===== src/sv/fpw_pkg.sv =====
// fpw_pkg: shared constants, codes and divider handshake types for the
// framebuffer pixel writeback block. No dependencies.
`default_nettype none

package fpw_pkg;

   // default video memory size in bytes
   localparam int unsigned MEMORY_BYTES_DEF = 131072;

   localparam int unsigned ADDR_W     = 17;
   localparam int unsigned PIX_ADDR_W = 18;
   localparam int unsigned BYTE_W     = 8;
   localparam int unsigned CFG_W      = 11;
   localparam int unsigned COORD_W    = 10;
   localparam int unsigned WH_W       = 21;
   localparam int unsigned VIS_W      = 22;

   // stream and register port widths
   localparam int unsigned REQ_TDATA_W = 32;
   localparam int unsigned RSP_TDATA_W = 56;
   localparam int unsigned CSR_INDEX_W = 2;

   localparam logic [CFG_W-1:0] DIM_MAX       = 11'd1024;
   localparam logic [CFG_W-1:0] WIDTH_RESET   = 11'd200;
   localparam logic [CFG_W-1:0] HEIGHT_RESET  = 11'd150;

   // register indexes
   localparam logic [CSR_INDEX_W-1:0] CSR_WIDTH  = 2'd0;
   localparam logic [CSR_INDEX_W-1:0] CSR_HEIGHT = 2'd1;
   localparam logic [CSR_INDEX_W-1:0] CSR_MODE   = 2'd2;

   // color modes, the unused code behaves as rgb888
   localparam logic [1:0] MODE_RGB888 = 2'd0;
   localparam logic [1:0] MODE_RGB565 = 2'd1;
   localparam logic [1:0] MODE_MONO   = 2'd2;

   // access kinds
   localparam logic KIND_READ  = 1'b0;
   localparam logic KIND_WRITE = 1'b1;

   // bytes per pixel codes
   localparam logic [1:0] BPP_ONE   = 2'd1;
   localparam logic [1:0] BPP_TWO   = 2'd2;
   localparam logic [1:0] BPP_THREE = 2'd3;

   // divide by three as multiply by ceil(2^17/3) and shift
   localparam int unsigned     DIV3_SHIFT = 17;
   localparam logic [15:0]     DIV3_RECIP = 16'd43691;
   localparam int unsigned     PROD_W     = ADDR_W + 16;

   // iterative divider: pixel index by screen width, radix 16
   localparam int unsigned DIV_N_W     = ADDR_W;
   localparam int unsigned DIV_D_W     = CFG_W;
   localparam int unsigned DIV_RADIX   = 4;
   localparam int unsigned DIV_ITERS   = (DIV_N_W + DIV_RADIX - 1) / DIV_RADIX;
   localparam int unsigned DIV_PAD_W   = DIV_ITERS * DIV_RADIX;
   localparam int unsigned DIV_CNT_W   = $clog2(DIV_ITERS);

   typedef struct packed {
      logic               start;
      logic [DIV_N_W-1:0] dividend;
      logic [DIV_D_W-1:0] divisor;
   } div_req_type;

   typedef struct packed {
      logic               busy;
      logic [DIV_N_W-1:0] quot;
      logic [DIV_D_W-1:0] rem;
   } div_rsp_type;

   function automatic logic [1:0] bytes_per_pixel(input logic [1:0] mode);
      logic [1:0] bpp;
      unique case (mode)
         MODE_RGB565: bpp = BPP_TWO;
         MODE_MONO:   bpp = BPP_ONE;
         default:     bpp = BPP_THREE;
      endcase
      return bpp;
   endfunction

endpackage

`default_nettype wire


===== src/sv/fpw_div.sv =====
// fpw_div: iterative unsigned divider, four quotient bits per cycle,
// splits a pixel index into row and column. Depends on fpw_pkg.
`default_nettype none

module fpw_div (
   input  wire logic                 clock,
   input  wire logic                 reset,
   input  wire fpw_pkg::div_req_type req,
   output      fpw_pkg::div_rsp_type rsp
);

   logic                              busy_ff, busy_in;
   logic [fpw_pkg::DIV_CNT_W-1:0]     cnt_ff, cnt_in;
   logic [fpw_pkg::DIV_PAD_W-1:0]     num_ff, num_in;
   logic [fpw_pkg::DIV_D_W-1:0]       rem_ff, rem_in;
   logic [fpw_pkg::DIV_D_W-1:0]       dsr_ff, dsr_in;
   logic [fpw_pkg::DIV_PAD_W-1:0]     step_num;
   logic [fpw_pkg::DIV_D_W-1:0]       step_rem;

   // four restoring steps; numerator shifts out msb first, quotient bits shift in
   always_comb begin
      logic [fpw_pkg::DIV_D_W-1:0]   r;
      logic [fpw_pkg::DIV_D_W-1:0]   t;
      logic [fpw_pkg::DIV_PAD_W-1:0] n;
      r = rem_ff;
      n = num_ff;
      for (int i = 0; i < fpw_pkg::DIV_RADIX; i++) begin
         t = {r[fpw_pkg::DIV_D_W-2:0], n[fpw_pkg::DIV_PAD_W-1]};
         n = {n[fpw_pkg::DIV_PAD_W-2:0], 1'b0};
         if (t >= dsr_ff) begin
            r    = t - dsr_ff;
            n[0] = 1'b1;
         end else begin
            r = t;
         end
      end
      step_num = n;
      step_rem = r;
   end

   always_comb begin
      busy_in = busy_ff;
      cnt_in  = cnt_ff;
      num_in  = num_ff;
      rem_in  = rem_ff;
      dsr_in  = dsr_ff;
      if (req.start) begin
         busy_in = 1'b1;
         cnt_in  = '0;
         num_in  = fpw_pkg::DIV_PAD_W'(req.dividend);
         rem_in  = '0;
         dsr_in  = req.divisor;
      end else if (busy_ff) begin
         num_in = step_num;
         rem_in = step_rem;
         cnt_in = cnt_ff + 1'b1;
         if (cnt_ff == fpw_pkg::DIV_CNT_W'(fpw_pkg::DIV_ITERS - 1)) begin
            busy_in = 1'b0;
         end
      end
   end

   always_ff @(posedge clock) begin
      if (reset) begin
         busy_ff <= 1'b0;
         cnt_ff  <= '0;
      end else begin
         busy_ff <= busy_in;
         cnt_ff  <= cnt_in;
      end
      num_ff <= num_in;
      rem_ff <= rem_in;
      dsr_ff <= dsr_in;
   end

   assign rsp.busy = busy_ff;
   assign rsp.quot = num_ff[fpw_pkg::DIV_N_W-1:0];
   assign rsp.rem  = rem_ff;

endmodule

`default_nettype wire


===== config.mk =====
export PLATFORM = sky130hd
export DESIGN_NAME = fpw_div
export DESIGN_NICKNAME = d
export VERILOG_FILES = /design/src/sv/fpw_pkg.sv /design/src/sv/fpw_div.sv
export SDC_FILE = /design/constraint.sdc
export NUM_CORES = 1
export LEC_CHECK = 0
export BUFFER_PORTS_ARGS = -buffer_cell sky130_fd_sc_hd__buf_2
export CAP_MARGIN = 20
export CORE_UTILIZATION = 59
export CTS_CLUSTER_DIAMETER = 40
export CTS_CLUSTER_SIZE = 30
export DETAILED_ROUTE_END_ITERATION = 12
export HOLD_SLACK_MARGIN = 0.03
export PLACE_DENSITY = 0.92
export SYNTH_ARGS = -nofsm -noshare
export SYNTH_HDL_FRONTEND = slang
export SYNTH_SLANG_ARGS = --single-unit

===== constraint.sdc =====
create_clock -name clock -period 10.5 [get_ports clock]
set_input_delay 0.525 -clock clock [delete_from_list [all_inputs] [get_ports clock]]
set_output_delay 0.525 -clock clock [all_outputs]
set_load 0.01 [all_outputs]

==> impl_metrics.csv <==
group,metric,value,unit
clock_tree,clk_pin_slew,90,ps
grt,grt_max_degree,43,
synthesis,synth-seq-cells,46,
worst_setup_path,r2r-start,"dsr_ff[1]",
worst_setup_path,critPathMaxStageDelay,880,ps
drt,vias,3780,
final_layout,diodes,0,
worst_setup_path,path_max_fanout,21,
floorplan,initial_utilization,61.7,%
grt,grt_pass1_vias,3678,
sta,hold_violations,0,
synthesis,synth.yosys.seq_area_share,28.5,%
clock_tree,cts_buffers,5,
synthesis,syn-mean-instance-area,9.26,um2
clock_tree,holdBufCountCts,0,
placed_design,port_buffers,59,
floorplan,die_x,86.5,um
sta,relSlewSlack,30.5,%
clock_tree,cts_max_level,2,
synthesis,synth_edf_count,28,
drt,drt_iter0_markers,271,
worst_setup_path,crit_top_cell,"ha_1",
drt,ant_nets,0,
worst_setup_path,crit_path_top_delay_cell,"a31oi_2",
final_layout,fill_cells,558,
final_layout,seqCellArea,1200,um2
clock_tree,cts_resized,0,
final_layout,nets,574,
sta,setup-violations-final,0,
sta,fin_crit,9410,ps
drt,drt-wirelength-per-cell,19.2,um
synthesis,synth_top_area_share,19.9,%
synthesis,ys_types,65,
sta,final.setup_skew,5.70,ps
clock_tree,clock_path_buffers,2,
grt,grt_pass1_wl,17600,um
sta,drv_slew,0,
sta,worst_pin_slew,1040,ps
clock_tree,clkLatencyLatePin,310,ps
synthesis,synth.most_common_cell,"ha_1",
synthesis,yosys.area.top_type,"edfxtp_1",
drt,routed_wl,11300,um
synthesis,synthFlopType,"edfxtp_1",
worst_setup_path,startpoint,"dsr_ff[1]",
floorplan,num_rows,30,
clock_tree,root_buffer,"clkbuf_8",
worst_setup_path,cp-endpoint,"rem_ff[8]",
grt,grt_use_total,30.7,%
drt,dr.pass1.iters,6,
worst_setup_path,crit_required,10730,ps
synthesis,syn_nets,536,
synthesis,synth_area,4220,um2
grt,antenna_found_initial,0,
synthesis,ys_top_cells_by_count,"ha_1 (46), inv_1 (34), a21oi_1 (32)",
sta,setup_tns,0,ps
worst_setup_path,r2r_end,"rem_ff[8]",
synthesis,synthTopCellsByArea,"edfxtp_1 (20%), ha_1 (14%), dfxtp_1 (8.5%)",
final_layout,drive_above_1_share,20.6,%
worst_setup_path,critPathLaunchType,"register",
sta,period_share,89.6,%
synthesis,ys_warn_count,0,
clock_tree,post-cts-setup-buffer-count,0,
clock_tree,cts_tree,"done",
flow_run,maxCapViolCount,0,
worst_setup_path,endpoint_kind,"register",
synthesis,synthCells,455,
worst_setup_path,setup.worst_path.class,"register to register",
sta,rsz0062_at_grt,"no",
floorplan,pin_count,60,
final_layout,synthToLayoutAreaGrowth,8.34,%
final_layout,multiInputGateArea,2700,um2
placed_design,gp_congestion,0.948,
floorplan,die_area,7490,um2
worst_setup_path,reg2reg_depth,31,
min_path,hold_path.class,"input port to register",
synthesis,synthArstFlopShare,0,%
placed_design,post-dp-hpwl,8520,um
drt,viasPerCell,6.41,
clock_tree,cts_sinks,46,
sta,max_freq,0.106,GHz
run_status,status,"finished, final reports clean",
worst_setup_path,ff2ff_setup_slack,1090,ps
floorplan,core_area,6830,um2
drt,drc,0,
floorplan,dieHeight,86.5,um
worst_setup_path,cp.arrival,9640,ps
grt,overflow,0,
==> state kept, by name, indices dropped and copies added, names as in the netlist <==
register and count:
busy_ff 1, num_ff 20, rem_ff 11, dsr_ff 11, cnt_ff 3
==> stage by stage <==
step / cell area [um2] / hold slack [ps] / cells / setup slack, ps / utilization (%)
2_1_floorplan: 4220 / 460 / 455 / 3240 / -
5_1_grt: 4570 / 381 / 590 / 536 / 66.8
6_report: 4570 / 387 / 590 / 1090 / 66.8
3_5_place_dp: 4460 / 491 / 582 / 1480 / 65.2
3_3_place_gp: 4460 / 478 / 582 / 1970 / 65.2
4_1_cts: 4570 / 387 / 590 / 1340 / 66.8
==> per-layer routing <==
layer	wire (um)	GRT usage, %
met4	493	16.1
met2	5300	50.4
met1	4420	39.3
met3	1090	4.67
met5	0	0
==> layout by cell type (no fill, tap or decap), drive strengths merged, types with 5 or more instances in the layout <==
master / instances
a21o: 7
a21oi: 34
a31oi: 5
buf: 60
clkbuf: 6
dfxtp: 18
edfxtp: 28
ha: 46
inv: 35
mux2: 29
mux2i: 11
nand2: 24
nand3: 7
nor2: 31
nor2b: 11
nor3: 8
o211ai: 6
o21a: 15
o21ai: 20
xnor2: 16
xor2: 11
==> worst min path at each step <==
stage	startpoint	to	slack, ps	cells past startpoint
after detailed placement	num_ff[19]	num_ff[19]	490	2
final	req[4]	dsr_ff[4]	390	1
after global routing	req[7]	dsr_ff[7]	380	1
after global placement	num_ff[17]	num_ff[17]	480	2
after floorplan	num_ff[17]	num_ff[17]	460	2
after CTS	req[3]	dsr_ff[3]	390	1
==> critical path: cells and delay by family (launching register included) <==
| kind | cells | cell delay, ps |
|---|---|---|
| AO/OA/AOI/OAI | 16 | 5260 |
| adder cells (fa/ha/maj) | 4 | 1400 |
| AND/OR/NAND/NOR | 7 | 1050 |
| multiplexers | 2 | 720 |
| flip-flops | 1 | 520 |
| buffers and inverters | 2 | 330 |
==> area by class of cell <==
cell class / instances / share of cell area [%]
Clock buffer: 6 / 1.59
Tap cell: 96 / 2.63
Inverter: 36 / 2.96
Clock inverter: 2 / 0.822
Timing Repair Buffer: 60 / 6.63
Multi-Input combinational cell: 344 / 59.1
Sequential cell: 46 / 26.3
==> cell families (layout without fill, tap and decap cells) <==
kind of cell / after synthesis / count (layout) / share of synthesized area, %
AO/OA/AOI/OAI: 126 / 126 / 20.5
XOR/XNOR: 27 / 27 / 5.61
adder cells (fa/ha/maj): 50 / 50 / 15.6
buffers and inverters: 65 / 104 / 7.66
flip-flops: 46 / 46 / 28.5
multiplexers: 40 / 40 / 10.8
AND/OR/NAND/NOR: 101 / 101 / 11.4
Power is not shown: default switching activity piles up to over one toggle a cycle in this logic, so the estimate is an artifact.
